[config.mk]
export PLATFORM = sky130hd
export DESIGN_NAME = npr_merge
export DESIGN_NICKNAME = d
export VERILOG_FILES = /design/src/hdl/npr_pkg.sv /design/src/hdl/npr_merge.sv
export SDC_FILE = /design/constraint.sdc
export NUM_CORES = 1
export LEC_CHECK = 0
export ABC_AREA = 1
export ABC_CLOCK_PERIOD_IN_PS = 4100
export CORE_MARGIN = 4
export CORE_UTILIZATION = 55
export DETAILED_ROUTE_END_ITERATION = 6
export DONT_BUFFER_PORTS = 1
export PLACE_DENSITY = 0.77
export SYNTH_ARGS = -nofsm -noshare
export SYNTH_HDL_FRONTEND = slang
export SYNTH_SLANG_ARGS = --single-unit
[constraint.sdc]
create_clock -name clk -period 4.1 [get_ports clk]
set_clock_uncertainty 0.05 [all_clocks]
set_input_delay 0.205 -clock clk [delete_from_list [all_inputs] [get_ports clk]]
set_output_delay 0.205 -clock clk [all_outputs]
set_load 0.02 [all_outputs]
[src/hdl/npr_pkg.sv]
// ----------------------------------------------------------------------------
// npr_pkg
// Types and constants shared by the nearest prototype search block: beat
// layouts, operation codes and the tag that follows a cell through the scan.
// ----------------------------------------------------------------------------
package npr_pkg;

  localparam int OP_W        = 2;
  localparam int IDX_W       = 8;
  localparam int FEAT_W      = 16;
  localparam int IN_FEATURES = 4;
  localparam int SQ_W        = 32;
  localparam int DIST_W      = 36;

  localparam logic [OP_W-1:0] OP_CLEAR = 2'd0;
  localparam logic [OP_W-1:0] OP_LOAD  = 2'd1;
  localparam logic [OP_W-1:0] OP_QUERY = 2'd2;

  typedef struct packed {
    logic [OP_W-1:0]          operation;
    logic [IDX_W-1:0]         cell_index;
    logic                     cell_used;
    logic signed [FEAT_W-1:0] feature_0;
    logic signed [FEAT_W-1:0] feature_1;
    logic signed [FEAT_W-1:0] feature_2;
    logic signed [FEAT_W-1:0] feature_3;
    logic [DIST_W-1:0]        radius_sq;
  } npr_in_t;

  typedef struct packed {
    logic              found;
    logic [IDX_W-1:0]  best_cell;
    logic [DIST_W-1:0] best_dist_sq;
  } npr_out_t;

  typedef struct packed {
    logic vld;
    logic first;
    logic last;
    logic used;
  } scan_tag_t;

endpackage

[src/hdl/npr_merge.sv]
// ----------------------------------------------------------------------------
// npr_merge
// Sums the lane squares into a distance, then keeps the best in-radius cell
// of the scan. Later cells win on equal distance.
// ----------------------------------------------------------------------------
module npr_merge
  import npr_pkg::*;
#(
  parameter int CELL_COUNT    = 256,
  parameter int FEATURE_COUNT = 4,
  localparam int AW = $clog2(CELL_COUNT)
) (
  input  logic                          clk,
  input  logic                          rst_n,
  input  logic [FEATURE_COUNT*SQ_W-1:0] sq_in,
  input  scan_tag_t                     tag_in,
  input  logic [AW-1:0]                 idx_in,
  input  logic [DIST_W-1:0]             radius,
  output logic                          hit_r,
  output logic [AW-1:0]                 best_idx_r,
  output logic [DIST_W-1:0]             best_dist_r,
  output logic                          done_r
);

  logic [DIST_W-1:0] sum_nxt;
  logic [DIST_W-1:0] sum_a_r;
  scan_tag_t         tag_a_r;
  logic [AW-1:0]     idx_a_r;
  logic              qual;
  logic              hit_nxt;
  logic [AW-1:0]     best_idx_nxt;
  logic [DIST_W-1:0] best_dist_nxt;

  always_comb begin
    sum_nxt = '0;
    for (int k = 0; k < FEATURE_COUNT; k++) begin
      sum_nxt = sum_nxt + DIST_W'(sq_in[k*SQ_W +: SQ_W]);
    end
  end

  always_ff @(posedge clk) begin
    sum_a_r <= sum_nxt;
    idx_a_r <= idx_in;
  end

  always_comb begin
    qual          = tag_a_r.used && (sum_a_r <= radius);
    hit_nxt       = hit_r;
    best_idx_nxt  = best_idx_r;
    best_dist_nxt = best_dist_r;
    if (tag_a_r.vld) begin
      if (tag_a_r.first) begin
        hit_nxt       = qual;
        best_idx_nxt  = idx_a_r;
        best_dist_nxt = sum_a_r;
      end else if (qual && (!hit_r || sum_a_r <= best_dist_r)) begin
        hit_nxt       = 1'b1;
        best_idx_nxt  = idx_a_r;
        best_dist_nxt = sum_a_r;
      end
    end
  end

  always_ff @(posedge clk) begin
    best_idx_r  <= best_idx_nxt;
    best_dist_r <= best_dist_nxt;
  end

  always_ff @(posedge clk) begin
    if (!rst_n) begin
      tag_a_r <= '0;
      hit_r   <= 1'b0;
      done_r  <= 1'b0;
    end else begin
      tag_a_r <= tag_in;
      hit_r   <= hit_nxt;
      done_r  <= tag_a_r.vld && tag_a_r.last;
    end
  end

endmodule

==> flow_metrics.tcl <==
set metrics [dict create \
    first_pass_iters 4 \
    wl_mm 15.8 \
    antenna_found_initial 0 \
    io_pins 224 \
    cp.required_ns 4.05 \
    max_cap_viol_count 0 \
    cts_buffer_depth 2 \
    finalCritPeriodShare_pct 72.9 \
    syn_area_um2 7800 \
    pre_cts_ws_ns 0.921 \
    timing.slew.headroom_pct 66.1 \
    hp-class "in2reg" \
    synth.area.top_cells "fa_1, ha_1, edfxtp_1, inv_1, dfxtp_1" \
    rows 43 \
    drtIter0Drc 261 \
    grt.overflow.total 0 \
    place_congestion 0.868 \
    nets 1302 \
    numPortBuffers 0 \
    grt_max_degree 23 \
    finalHoldViolations 0 \
    dpl.cell_count 1114 \
    cts_tree "yes" \
    synth_top_area_share_pct 16.4 \
    routedWlPerCell_um 13.8 \
    vias 5643 \
    drive_above_1_share_pct 2.90 \
    ys_types 31 \
    power_leakage_uw 0.00467 \
    fin_cells 1144 \
    fmax_mhz 335 \
    rsz0062_at_grt "no" \
    die_area_um2 16200 \
    peakVddDrop_uv 210 \
    die_w_um 127 \
    ctsResizeCount 0 \
    end_kind "flip-flop" \
    powerDensity_nw_per_um2 519 \
    avgSynthCellArea_um2 8.35 \
    yosys.area.top_type "fa_1" \
    worstSetupStartpointType "flip-flop" \
    finalSetupTns_ns 0 \
    setup_viol 0 \
    htreeDepth 3 \
    synth-warning-count 0 \
    critical_path_class "reg2reg" \
    clk_latency_ns 0.33 \
    n_antenna_cell 0 \
    die_h_um 127 \
    dp_hpwl_mm 13.7 \
    setup_ws_ns 1.11 \
    numCtsBuffers 9 \
    clkSinkCount 90 \
    start_util_pct 56.2 \
    area_growth_pct 8.07 \
    via_per_inst 4.93 \
    layout_min_cycle_time_ns 2.99 \
    worstPathArrival_ns 2.94 \
    total_power_uw 4380 \
    path_max_fanout 22 \
    yosysSeqAreaShare_pct 28.5 \
    drcViolationCount 0 \
    worst_slew_pin_slew_ns 0.506 \
    clockRootBuffer "clkbuf_16" \
    grt_pass1_wl_mm 26.5 \
    reg2reg_slack_ns 1.11 \
    ant_nets 0 \
    clk_pin_slew_ns 0.06 \
    grt_pass1_vias 5845 \
    outcome "finished, final reports clean" \
    grt_usage_pct 20.2 \
    synth-seq-cells 90 \
    syn-instance-count 934 \
    coreArea_um2 13900 \
    slew_violations 0 \
]
-- registers in the layout (all words and copies together), names as in the netlist --
signal       flops
best_dist_r     34
sum_a_r         34
best_idx_r       8
idx_a_r          8
tag_a_r          4
done_r           1
hit_r            1
-- cell families (layout without fill, tap and decap cells) --
group,Yosys count,in the layout,share of synthesized area (%)
AOI/OAI and AO/OA,117,117,8.45
xor gates and xnor gates,29,29,3.26
adders and majority gates,165,165,32.6
buffers and inverters,296,325,14.3
DFF,90,90,28.5
other,1,2,0.0481
and+or+nand+nor,236,236,12.8
-- report_power, final --
group / total [uW] / internal [uW] / leakage (uW) / switching, uW
logic: 2170 / 875 / 0.00375 / 1290
registers: 1480 / 1230 / 0.000789 / 250
clock network: 730 / 422 / 0.000134 / 308
total: 4380 / 2530 / 0.00467 / 1850
-- synthesized netlist by cell type --
cell type  instances
a211oi_1           1
a21boi_2           1
a21o_1            10
a21o_2             1
a21oi_1           65
a21oi_2            1
a31oi_1            2
buf_4              2
conb_1             1
dfxtp_1           48
edfxtp_1          42
fa_1              64
ha_1             101
inv_1            294
nand2_1          137
nand2_2            5
nand3_1           26
nand3_2            1
nand4_1            8
nor2_1            48
nor3_1             7
nor3_2             2
nor4_1             1
nor4_4             1
o21a_1             1
o21ai_0           22
o21ai_1            5
o21bai_1           7
o221ai_2           1
xnor2_1            8
xor2_1            21
-- cells in the final DEF (no fill, tap or decap), drive strengths merged --
master | Yosys | layout
nand4 | 8 | 8
nand2 | 142 | 142
o21bai | 7 | 7
nor3 | 9 | 9
edfxtp | 42 | 42
buf | 2 | 1
inv | 294 | 294
a21oi | 66 | 66
nor2 | 48 | 48
o221ai | 1 | 1
a21o | 11 | 11
ha | 101 | 101
a21boi | 1 | 1
o21a | 1 | 1
dlygate4sd3 | 0 | 14
conb | 1 | 2
dfxtp | 48 | 48
xor2 | 21 | 21
xnor2 | 8 | 8
clkbuf | 0 | 12
clkinv | 0 | 4
a31oi | 2 | 2
a211oi | 1 | 1
o21ai | 27 | 27
fa | 64 | 64
nand3 | 27 | 27
nor4 | 2 | 2
-- path summary, 6_finish.rpt --
kind                   start             end  depth (start not counted)
min                sq_in[64]      sum_a_r[0]                          2
max reg2reg  best_dist_r[11]  best_dist_r[6]                         13
min reg2reg       idx_a_r[3]   best_idx_r[3]                          0
max          best_dist_r[11]  best_dist_r[6]                         13
-- what timing repair did --
item / in CTS / in global routing
buffers inserted: 0 / 0
hold buffers: 14 / 0
hold endpoints to repair: 14 / 0
-- critical path: stages (launching register included) --
cell and delay (ns):
edfxtp_1 0.48, inv_1 0.08, ha_1 0.30, nand2_1 0.07
nor2_1 0.17, nand4_1 0.17, nor2_1 0.14, nand4_1 0.08
nand2_1 0.07, inv_1 0.04, nand2_1 0.06, nand4_1 0.12
nand2_2 0.42, buf_4 0.41
-- per-stage QoR --
stage / hold slack (ns) / utilization [%] / instance area (um2)
after floorplan: 0.183 / - / 7800
after global placement: 0.183 / 57.8 / 8030
after detailed placement: 0.183 / 57.8 / 8030
after CTS: 0.126 / 60.7 / 8430
after global routing: 0.131 / 60.7 / 8430
final: 0.122 / 60.7 / 8430
-- area by class of cell --
type | instances | area (um2)
Fill cell | 1218 | 5450
Multi-Input combinational cell | 549 | 4470
Sequential cell | 90 | 2220
Inverter | 294 | 1100
Clock buffer | 12 | 246
Tap cell | 180 | 225
Timing Repair Buffer | 15 | 148
Clock inverter | 4 | 18.8
-- metal layers --
metal  part of all wire [%]  global-route usage, %
met5                      0                      0
met4                   0.54                   4.73
met3                    6.8                   3.55
met2                     50                   35.9
met1                     43                   25.7
Power figures use the tool's default switching activity.
