$ cat config.mk
export PLATFORM = sky130hd
export DESIGN_NAME = npr_lane
export DESIGN_NICKNAME = d
export VERILOG_FILES = /design/src/hdl/npr_pkg.sv /design/src/hdl/npr_lane.sv
export SDC_FILE = /design/constraint.sdc
export NUM_CORES = 1
export LEC_CHECK = 0
export BUFFER_PORTS_ARGS = -buffer_cell sky130_fd_sc_hd__buf_4
export CAP_MARGIN = 30
export CELL_PAD_IN_SITES_DETAIL_PLACEMENT = 0
export CELL_PAD_IN_SITES_GLOBAL_PLACEMENT = 1
export CORE_MARGIN = 2
export CORE_UTILIZATION = 49
export DETAILED_ROUTE_END_ITERATION = 8
export PLACE_DENSITY = 0.81
export SYNTH_ARGS = -nofsm -noshare
export SYNTH_HDL_FRONTEND = slang
export SYNTH_SLANG_ARGS = --single-unit
$ cat constraint.sdc
create_clock -name clk -period 14.1 [get_ports clk]
set_input_delay 2.82 -clock clk [delete_from_list [all_inputs] [get_ports clk]]
set_output_delay 2.82 -clock clk [all_outputs]
set_load 0.02 [all_outputs]
$ cat src/hdl/npr_pkg.sv
// ----------------------------------------------------------------------------
// npr_pkg
// Types and constants shared by the nearest prototype search block: beat
// layouts, operation codes and the tag that follows a cell through the scan.
// ----------------------------------------------------------------------------
package npr_pkg;

  localparam int OP_W        = 2;
  localparam int IDX_W       = 8;
  localparam int FEAT_W      = 16;
  localparam int IN_FEATURES = 4;
  localparam int SQ_W        = 32;
  localparam int DIST_W      = 36;

  localparam logic [OP_W-1:0] OP_CLEAR = 2'd0;
  localparam logic [OP_W-1:0] OP_LOAD  = 2'd1;
  localparam logic [OP_W-1:0] OP_QUERY = 2'd2;

  typedef struct packed {
    logic [OP_W-1:0]          operation;
    logic [IDX_W-1:0]         cell_index;
    logic                     cell_used;
    logic signed [FEAT_W-1:0] feature_0;
    logic signed [FEAT_W-1:0] feature_1;
    logic signed [FEAT_W-1:0] feature_2;
    logic signed [FEAT_W-1:0] feature_3;
    logic [DIST_W-1:0]        radius_sq;
  } npr_in_t;

  typedef struct packed {
    logic              found;
    logic [IDX_W-1:0]  best_cell;
    logic [DIST_W-1:0] best_dist_sq;
  } npr_out_t;

  typedef struct packed {
    logic vld;
    logic first;
    logic last;
    logic used;
  } scan_tag_t;

endpackage

$ cat src/hdl/npr_lane.sv
// ----------------------------------------------------------------------------
// npr_lane
// One feature lane: exact difference of a prototype feature and the context
// feature, its magnitude squared into a register.
// ----------------------------------------------------------------------------
module npr_lane
  import npr_pkg::*;
(
  input  logic                     clk,
  input  logic signed [FEAT_W-1:0] proto_feat,
  input  logic signed [FEAT_W-1:0] ctx_feat,
  output logic [SQ_W-1:0]          sq_r
);

  logic signed [FEAT_W:0] diff;
  logic [FEAT_W:0]        neg;
  logic [FEAT_W-1:0]      mag;

  always_comb begin
    diff = {proto_feat[FEAT_W-1], proto_feat} - {ctx_feat[FEAT_W-1], ctx_feat};
    neg  = -diff;
    mag  = diff[FEAT_W] ? neg[FEAT_W-1:0] : diff[FEAT_W-1:0];
  end

  always_ff @(posedge clk) begin
    sq_r <= mag * mag;
  end

endmodule

==> results.tsv, run 1 <==
stage	metric	value	unit
run	max-cap-violations	0	
place	placedCellCount	1314	
clock_network	cts_max_level	2	
die	core	0.0181	mm2
timing	fmax	0.0809	GHz
clock_network	cts_tree	done	
finish	areaGrowthSynthToFinish	9.79	%
timing	post-route-period-util	87.7	%
synthesis	synthCells	1033	
synthesis	synth_seq_cells	31	
hold_path	hold_class	primary input to flop	
global_routing	grt_use_met2	35.2	%
finish	biggestRegsByFlops	sq_r (31)	
global_routing	grt_pass1_vias	6989	
synthesis	synth_edf_count	0	
finish	final-instance-count-excl-fill	1322	
global_routing	antenna_found_initial	0	
place	numPortBuffers	63	
finish	drive_gt1_share	10.3	%
critical_path	crit_required	14280	ps
critical_path	worstSetupPathType	primary input to flop	
route	wl_per_cell	14.1	um
synthesis	seq_area_frac_synth	6.81	%
global_routing	grt_pass1_wl	33000	um
global_routing	gr-total-overflow	0	
synthesis	syn-mean-instance-area	8.82	um2
finish	n_fill_cell	1713	
timing	tns	0	ps
critical_path	critPathSlowestCell	xor2_1	
timing	finalSetupViolCount	0	
critical_path	slowest_delay	750	ps
status	outcome	complete, no violations	
global_routing	grt_use_met3	2.53	%
timing	maxSlewHeadroom	37.9	%
critical_path	path_common_cell	fa_1	
clock_network	cts_num_sinks	31	
finish	final_nets	1402	
timing	holdWs	3300	ps
die	std_cell_rows	49	
clock_network	numCtsBuffers	5	
synthesis	netlist_area	0.00911	mm2
timing	rsz0062_at_grt	false	
timing	post-route-min-period	12370	ps
clock_network	cts_repair_resize_count	0	
die	io_pins	65	
route	drt_iter0_drc	229	
clock_network	clk_pin_slew	60	ps
die	fp.dieH	140	um
synthesis	syn_nets	1343	
global_routing	grt.total_usage	20.7	%
critical_path	crit_fanout	19	
timing	finalHoldViolCount	0	
hold_path	hold_depth	6	
clock_network	postCtsSetupRepairBufs	0	
clock_network	clk_root_buffer_cell	clkbuf_16	
synthesis	ys.flop_type	dfxtp_1	
hold_path	min_to	sq_r[2]	
route	wl	18700	um
finish	regMostFlops	sq_r	
global_routing	grt_max_degree	20	
finish	antenna_cells	0	
place	dpl.hpwl	16000	um
synthesis	synthArstFlopShare	0	%
synthesis	ys_types	67	
critical_path	end_kind	flop	
route	drt-pass1-iter-count	5	
place	gp_congestion	0.855	
timing	worst_pin_slew	928	ps
finish	largest_reg_flops	31	
route	postRouteAntennaNets	0	
die	start_util	50.4	%
clock_network	cts-hold-fix-buffers	0	
critical_path	arrival	12550	ps
global_routing	grt_util_met1	28.5	%
critical_path	cp-start-kind	primary input	
route	drcViolationCount	0	
global_routing	gr-max-usage-layer	met2	
route	vias	6649	
hold_path	worstHoldStart	ctx_feat[1]	
clock_network	clockBufferDepth	2	
die	dieArea	0.0197	mm2
timing	drv_slew	0	
route	vias_per_cell	5.03	
synthesis	ys_warn_count	0	
die	die_x	140	um
-- placed cells by master, fill, tap and decap left out, types with 4 or more instances in the layout --
cell type  synthesis  routed
a211o_1            5       5
buf_4              3      73
xnor2_1           37      36
nand3_1            7       7
xor2_1            18      18
a21o_1            18      18
a211oi_1           6       6
nor2_1            67      67
a31oi_1            8       8
nor3_1             8       8
and2_1            23      23
inv_1            265     265
ha_1             110     110
o21ai_0           19      19
dfxtp_1           31      31
o21a_1             8       8
nand2_1           81      81
and3_1             4       4
nand2b_1           8       8
fa_1             167     167
nor2b_1           10      10
clkbuf_16          0       5
inv_2              7       7
a21oi_1           33      33
-- worst max-delay path, delay by kind of cell --
family | cells | cell delay (ps)
simple gates | 5 | 1590
xor+xnor | 2 | 890
compound gates | 11 | 2720
buf+inv | 6 | 930
fa+ha+maj | 8 | 3580
-- per-stage QoR --
| stage | instance area, um2 | util [%] | worst slack (ps) |
|---|---|---|---|
| after floorplan | 9110 | - | 3080 |
| after global placement | 9830 | 54.3 | 1190 |
| after detailed placement | 9830 | 54.3 | 1390 |
| after CTS | 10000 | 55.3 | 1660 |
| after global routing | 10000 | 55.3 | 1020 |
| final | 10000 | 55.3 | 1730 |
-- area by class of cell --
type / count / area [um2] / share of cell area (%)
Timing Repair Buffer: 73 / 548 / 5.48
Inverter: 272 / 1020 / 10.2
Clock inverter: 2 / 35.0 / 0.350
Tap cell: 229 / 287 / 2.87
Clock buffer: 6 / 139 / 1.39
Multi-Input combinational cell: 709 / 7350 / 73.5
Sequential cell: 31 / 621 / 6.21
-- per-layer routing --
layer	vias up	share of wire [%]	wire [um]
met3	21	2.9	551
met5	-	0	0
met1	3235	48	8900
met2	97	48	9000
li1	3296	-	-
met4	0	1.3	246
-- cells in the mapped netlist, drive strengths merged (4+ instances only) --
cell type  instances  area share [%]
o21a               8            0.66
xnor2             37             3.6
clkbuf             6            0.25
a211o              5            0.48
nor3               8            0.44
ha               110              15
a21oi             35             2.0
fa               167              37
nor2              72             3.2
xor2              21             2.3
a31oi             10            0.82
buf               15             1.1
and3               4            0.27
a211oi             6            0.49
inv              272              11
nand3              7            0.38
o21ai             19             1.0
or3                5            0.45
nand2b             8            0.55
a21o              18             1.5
dfxtp             31             6.8
nand2             84             3.5
and2              25             1.8
nor2b             10            0.69
-- cell families (layout without fill, tap and decap cells) --
family,after synthesis,after routing,share of synthesized area (%)
other,1,1,0.0412
flip-flops,31,31,6.81
adder cells (fa/ha/maj),277,277,51.8
buffers and inverters,293,353,12.6
XOR/XNOR,58,58,5.82
AO/OA/AOI/OAI,133,133,10.2
AND/OR/NAND/NOR,240,240,12.7
-- worst max path at each step --
stage | endpoint | depth (start not counted) | start
detailed placement | sq_r[31] | 32 | proto_feat[5]
global route | sq_r[31] | 32 | proto_feat[5]
global placement | sq_r[31] | 32 | proto_feat[5]
floorplan | sq_r[31] | 33 | proto_feat[0]
finish | sq_r[31] | 32 | proto_feat[5]
CTS | sq_r[31] | 32 | proto_feat[5]
Power of run 1 is not shown: default switching activity piles up to over one toggle a cycle in this logic, so the estimate is an artifact.
==> run 2: changes to the inputs <==
--- a/config.mk
+++ b/config.mk
@@ -5,7 +5,7 @@
 export SDC_FILE = /design/constraint.sdc
 export NUM_CORES = 1
 export LEC_CHECK = 0
-export BUFFER_PORTS_ARGS = -buffer_cell sky130_fd_sc_hd__buf_4
+export BUFFER_PORTS_ARGS = -buffer_cell sky130_fd_sc_hd__buf_2
 export CAP_MARGIN = 30
 export CELL_PAD_IN_SITES_DETAIL_PLACEMENT = 0
 export CELL_PAD_IN_SITES_GLOBAL_PLACEMENT = 1
@@ -13,6 +13,8 @@
 export CORE_UTILIZATION = 49
 export DETAILED_ROUTE_END_ITERATION = 8
 export PLACE_DENSITY = 0.81
+export REMOVE_ABC_BUFFERS = 1
+export SETUP_SLACK_MARGIN = 0.5
 export SYNTH_ARGS = -nofsm -noshare
 export SYNTH_HDL_FRONTEND = slang
 export SYNTH_SLANG_ARGS = --single-unit
==> results.tsv, run 2 (synthesized netlist as in run 1, its figures left out) <==
stage	metric	value	unit	change
clock_network	cts_tree	done		
global_routing	antenna_found_initial	0		unchanged
timing	tns	0	ps	unchanged
clock_network	cts_num_sinks	31		unchanged
clock_network	numCtsBuffers	5		unchanged
route	drcViolationCount	0		unchanged
place	dpl.hpwl	16100	um	+0.56%
critical_path	slowest_delay	730	ps	-20 ps
timing	post-route-min-period	12270	ps	-96.9 ps
timing	rsz0062_at_grt	false		
status	outcome	complete, no violations		
route	drt-pass1-iter-count	5		unchanged
timing	worst_pin_slew	903	ps	-25.2 ps
hold_path	min_to	sq_r[2]		
route	vias	6683		+0.51%
finish	areaGrowthSynthToFinish	8.10	%	
global_routing	grt_pass1_wl	33100	um	+0.40%
global_routing	grt_pass1_vias	6934		-0.79%
clock_network	clk_root_buffer_cell	clkbuf_16		
critical_path	path_common_cell	fa_1		
critical_path	cp-start-kind	primary input		
hold_path	worstHoldStart	ctx_feat[1]		
clock_network	postCtsSetupRepairBufs	0		unchanged
die	start_util	50.4	%	unchanged
global_routing	gr-total-overflow	0		unchanged
critical_path	crit_required	14280	ps	about the same
critical_path	end_kind	flop		
timing	finalHoldViolCount	0		unchanged
critical_path	worstSetupPathType	primary input to flop		
run	max-cap-violations	0		unchanged
die	dieArea	0.0197	mm2	unchanged
global_routing	grt_max_degree	20		unchanged
finish	regMostFlops	sq_r		
die	io_pins	65		unchanged
timing	fmax	0.0815	GHz	+0.79%
route	wl	18500	um	-0.85%
timing	drv_slew	0		unchanged
clock_network	clk_pin_slew	60	ps	about the same
clock_network	clockBufferDepth	2		unchanged
die	fp.dieH	140	um	unchanged
finish	biggestRegsByFlops	sq_r (31)		
critical_path	arrival	12450	ps	-100 ps
hold_path	hold_class	primary input to flop		
finish	final_cell_mix	inv_1 (265), fa_1 (167), ha_1 (110)		
timing	post-route-period-util	87.0	%	-0.69 points
place	gp_congestion	0.832		-2.6%
route	postRouteAntennaNets	0		unchanged
die	std_cell_rows	49		unchanged
global_routing	grt.total_usage	20.6	%	-0.049 points
clock_network	cts_max_level	2		unchanged
finish	final_common_cell	inv_1		
route	drt_iter0_drc	300		+31%
timing	finalSetupViolCount	0		unchanged
critical_path	critPathSlowestCell	xor2_1		
clock_network	cts_repair_resize_count	0		unchanged
finish	drive_gt1_share	10.3	%	about the same
finish	antenna_cells	0		unchanged
timing	maxSlewHeadroom	39.6	%	+1.7 points
die	die_x	140	um	unchanged
clock_network	cts-hold-fix-buffers	0		unchanged
route	wl_per_cell	14.0	um	-0.93%
hold_path	hold_depth	6		unchanged
finish	final_nets	1403		+0.071%
route	vias_per_cell	5.05		+0.44%
critical_path	crit_fanout	19		unchanged
die	core	0.0181	mm2	unchanged
finish	largest_reg_flops	31		unchanged
place	numPortBuffers	63		unchanged
[run 2: cell count changes in the layout (fill, tap and decap cells not counted), sizes merged]
cell | before | now
buf | 73 | 74
[run 2: worst max-delay path by stage]
stage | start | to | slack [ps] | cells after the start
3_5_place_dp | proto_feat[5] | sq_r[31] | 1500 | 32
5_1_grt | proto_feat[5] | sq_r[31] | 1120 | 32
2_1_floorplan | ctx_feat[5] | sq_r[31] | 2740 | 31
6_report | proto_feat[5] | sq_r[31] | 1830 | 32
4_1_cts | proto_feat[5] | sq_r[31] | 1760 | 32
3_3_place_gp | proto_feat[5] | sq_r[31] | 1590 | 31
[run 2: critical path: cells and delay by family]
family	cells	cell delay (ps)
XOR/XNOR	2	870
AND/OR/NAND/NOR	5	1560
AO/OA/AOI/OAI	11	2690
adder cells (fa/ha/maj)	8	3590
buffers and inverters	6	920
[run 2: cell type report]
class,instances,area [um2]
clock buffer,6,139
clock inverter,2,35.0
fill,1700,8240
inverter,272,1020
multi-input combinational,709,7340
sequential,31,621
tap,229,287
timing repair buffer,74,402
[run 2: layer usage]
layer | wire, um | vias up | part of all wire [%] | GRT usage, %
met5 | 0 | - | 0 | 0
met4 | 154 | 0 | 0.83 | 2.87
met3 | 670 | 12 | 3.6 | 2.87
met2 | 9000 | 131 | 49 | 35.7
met1 | 8720 | 3230 | 47 | 28.3
li1 | - | 3310 | - | -
[run 2: metrics by stage]
step	util (%)	instance area, um2	hold WS, ps	setup slack, ps	cells
detailed placement	53.5	9670	3230	1500	1315
CTS	54.4	9850	3340	1760	1323
floorplan	-	8980	3160	2740	1012
global route	54.4	9850	3460	1120	1323
finish	54.4	9850	3350	1830	1323
global placement	53.4	9660	3240	1590	1314
Power of run 2 is left out for the same reason.
==> run 3: changes to the inputs <==
--- a/config.mk
+++ b/config.mk
@@ -9,6 +9,7 @@
 export CAP_MARGIN = 30
 export CELL_PAD_IN_SITES_DETAIL_PLACEMENT = 0
 export CELL_PAD_IN_SITES_GLOBAL_PLACEMENT = 1
+export CORE_ASPECT_RATIO = 1.25
 export CORE_MARGIN = 2
 export CORE_UTILIZATION = 49
 export DETAILED_ROUTE_END_ITERATION = 8
==> results.tsv, run 3 (synthesized netlist as in run 1, its figures left out) <==
stage	metric	value	unit	change
clock_network	cts_num_sinks	31		unchanged
finish	largest_reg_flops	31		unchanged
die	io_pins	65		unchanged
finish	final_nets	1403		unchanged
place	dpl.hpwl	16200	um	+1.1%
place	placedCellCount	1314		-0.076%
timing	rsz0062_at_grt	false		
global_routing	grt.total_usage	21.1	%	+0.46 points
global_routing	grt_max_degree	20		unchanged
clock_network	postCtsSetupRepairBufs	0		unchanged
critical_path	slowest_delay	620	ps	-110 ps
route	vias_per_cell	5.06		+0.24%
die	start_util	50.1	%	-0.23 points
place	numPortBuffers	63		unchanged
finish	fin_area	0.00986	mm2	+0.14%
timing	drv_slew	0		unchanged
route	wl_per_cell	14.4	um	+3.1%
finish	biggestRegsByFlops	sq_r (31)		
finish	final_cell_mix	inv_1 (265), fa_1 (167), ha_1 (110)		
critical_path	cp-start-kind	primary input		
critical_path	critPathSlowestCell	xor2_1		
hold_path	hold_depth	6		unchanged
finish	drive_gt1_share	10.3	%	unchanged
die	die_x	126	um	-10%
status	outcome	complete, no violations		
critical_path	crit_fanout	19		unchanged
critical_path	crit_required	14290	ps	about the same
critical_path	end_kind	flop		
clock_network	clockBufferDepth	2		unchanged
run	max-cap-violations	0		unchanged
finish	n_fill_cell	1714		+0.82%
hold_path	worstHoldStart	ctx_feat[1]		
place	gp_congestion	0.844		+1.5%
die	fp.dieH	156	um	+11%
finish	antenna_cells	0		unchanged
clock_network	cts_tree	done		
die	std_cell_rows	55		+12%
route	drt_iter0_drc	232		-23%
hold_path	hold_class	primary input to flop		
route	wl	19100	um	+3.0%
global_routing	gr-total-overflow	0		unchanged
timing	fmax	0.0839	GHz	+2.9%
clock_network	numCtsBuffers	5		unchanged
global_routing	grt_pass1_wl	33500	um	+1.3%
timing	worst_pin_slew	858	ps	-44.9 ps
timing	maxSlewHeadroom	42.4	%	+2.8 points
clock_network	clk_root_buffer_cell	clkbuf_16		
finish	regMostFlops	sq_r		
place	postPlaceCellArea	0.00967	mm2	about the same
critical_path	worstSetupPathType	primary input to flop		
clock_network	cts-hold-fix-buffers	0		unchanged
finish	areaGrowthSynthToFinish	8.26	%	
route	postRouteAntennaNets	0		unchanged
die	dieArea	0.0197	mm2	about the same
route	drt-pass1-iter-count	5		unchanged
finish	seqCellArea	621	um2	unchanged
route	drcViolationCount	0		unchanged
timing	finalHoldViolCount	0		unchanged
finish	multi_input_area	0.00734	mm2	unchanged
finish	final_common_cell	inv_1		
timing	finalSetupViolCount	0		unchanged
hold_path	min_to	sq_r[2]		
timing	post-route-min-period	11920	ps	-348 ps
timing	post-route-period-util	84.6	%	-2.5 points
clock_network	clk_pin_slew	60	ps	about the same
finish	final-instance-count-excl-fill	1322		-0.076%
global_routing	antenna_found_initial	0		unchanged
timing	tns	0	ps	unchanged
route	vias	6694		+0.16%
clock_network	cts_max_level	2		unchanged
clock_network	cts_repair_resize_count	0		unchanged
timing	setup_slack	2180	ps	+348 ps
die	core	0.0182	mm2	+0.45%
place	pre_cts_slack	1870	ps	+366 ps
critical_path	arrival	12110	ps	-340 ps
global_routing	grt_pass1_vias	7231		+4.3%
critical_path	path_common_cell	fa_1		
critical_path	crit_path_start	proto_feat[5]		
[run 3: worst max-delay path: cells and delay by family]
| family | cells | cell delay (ps) |
|---|---|---|
| compound gates | 11 | 2520 |
| fa+ha+maj | 8 | 3620 |
| buf+inv | 6 | 840 |
| simple gates | 5 | 1550 |
| xor+xnor | 2 | 760 |
[run 3: how the worst max path moves through the flow]
stage          endpoint  slack, ps  cells after the start
3_3_place_gp   sq_r[31]       2110                     32
3_5_place_dp   sq_r[31]       1870                     32
2_1_floorplan  sq_r[31]       2740                     31
5_1_grt        sq_r[31]       1490                     32
6_report       sq_r[31]       2180                     32
4_1_cts        sq_r[31]       2130                     32
[run 3: through the flow]
step	utilization (%)	hold WS, ps
detailed placement	53.2	3230
global route	54.3	3420
finish	54.3	3340
floorplan	-	3160
CTS	54.3	3340
global placement	53.2	3240
[run 3: final cells by class]
class	count	area share, %
clock buffer	5	1.27
sequential	31	6.29
tap	228	2.89
inverter	272	10.4
timing repair buffer	74	4.04
clock inverter	3	0.685
multi-input combinational	709	74.5
[run 3: metal layers]
| metal | GRT usage, % | wire [um] |
|---|---|---|
| met1 | 25.5 | 8110 |
| met4 | 5.39 | 368 |
| met2 | 39.9 | 10100 |
| met5 | 0 | 0 |
| met3 | 2.05 | 512 |
Power of run 3 is left out for the same reason.
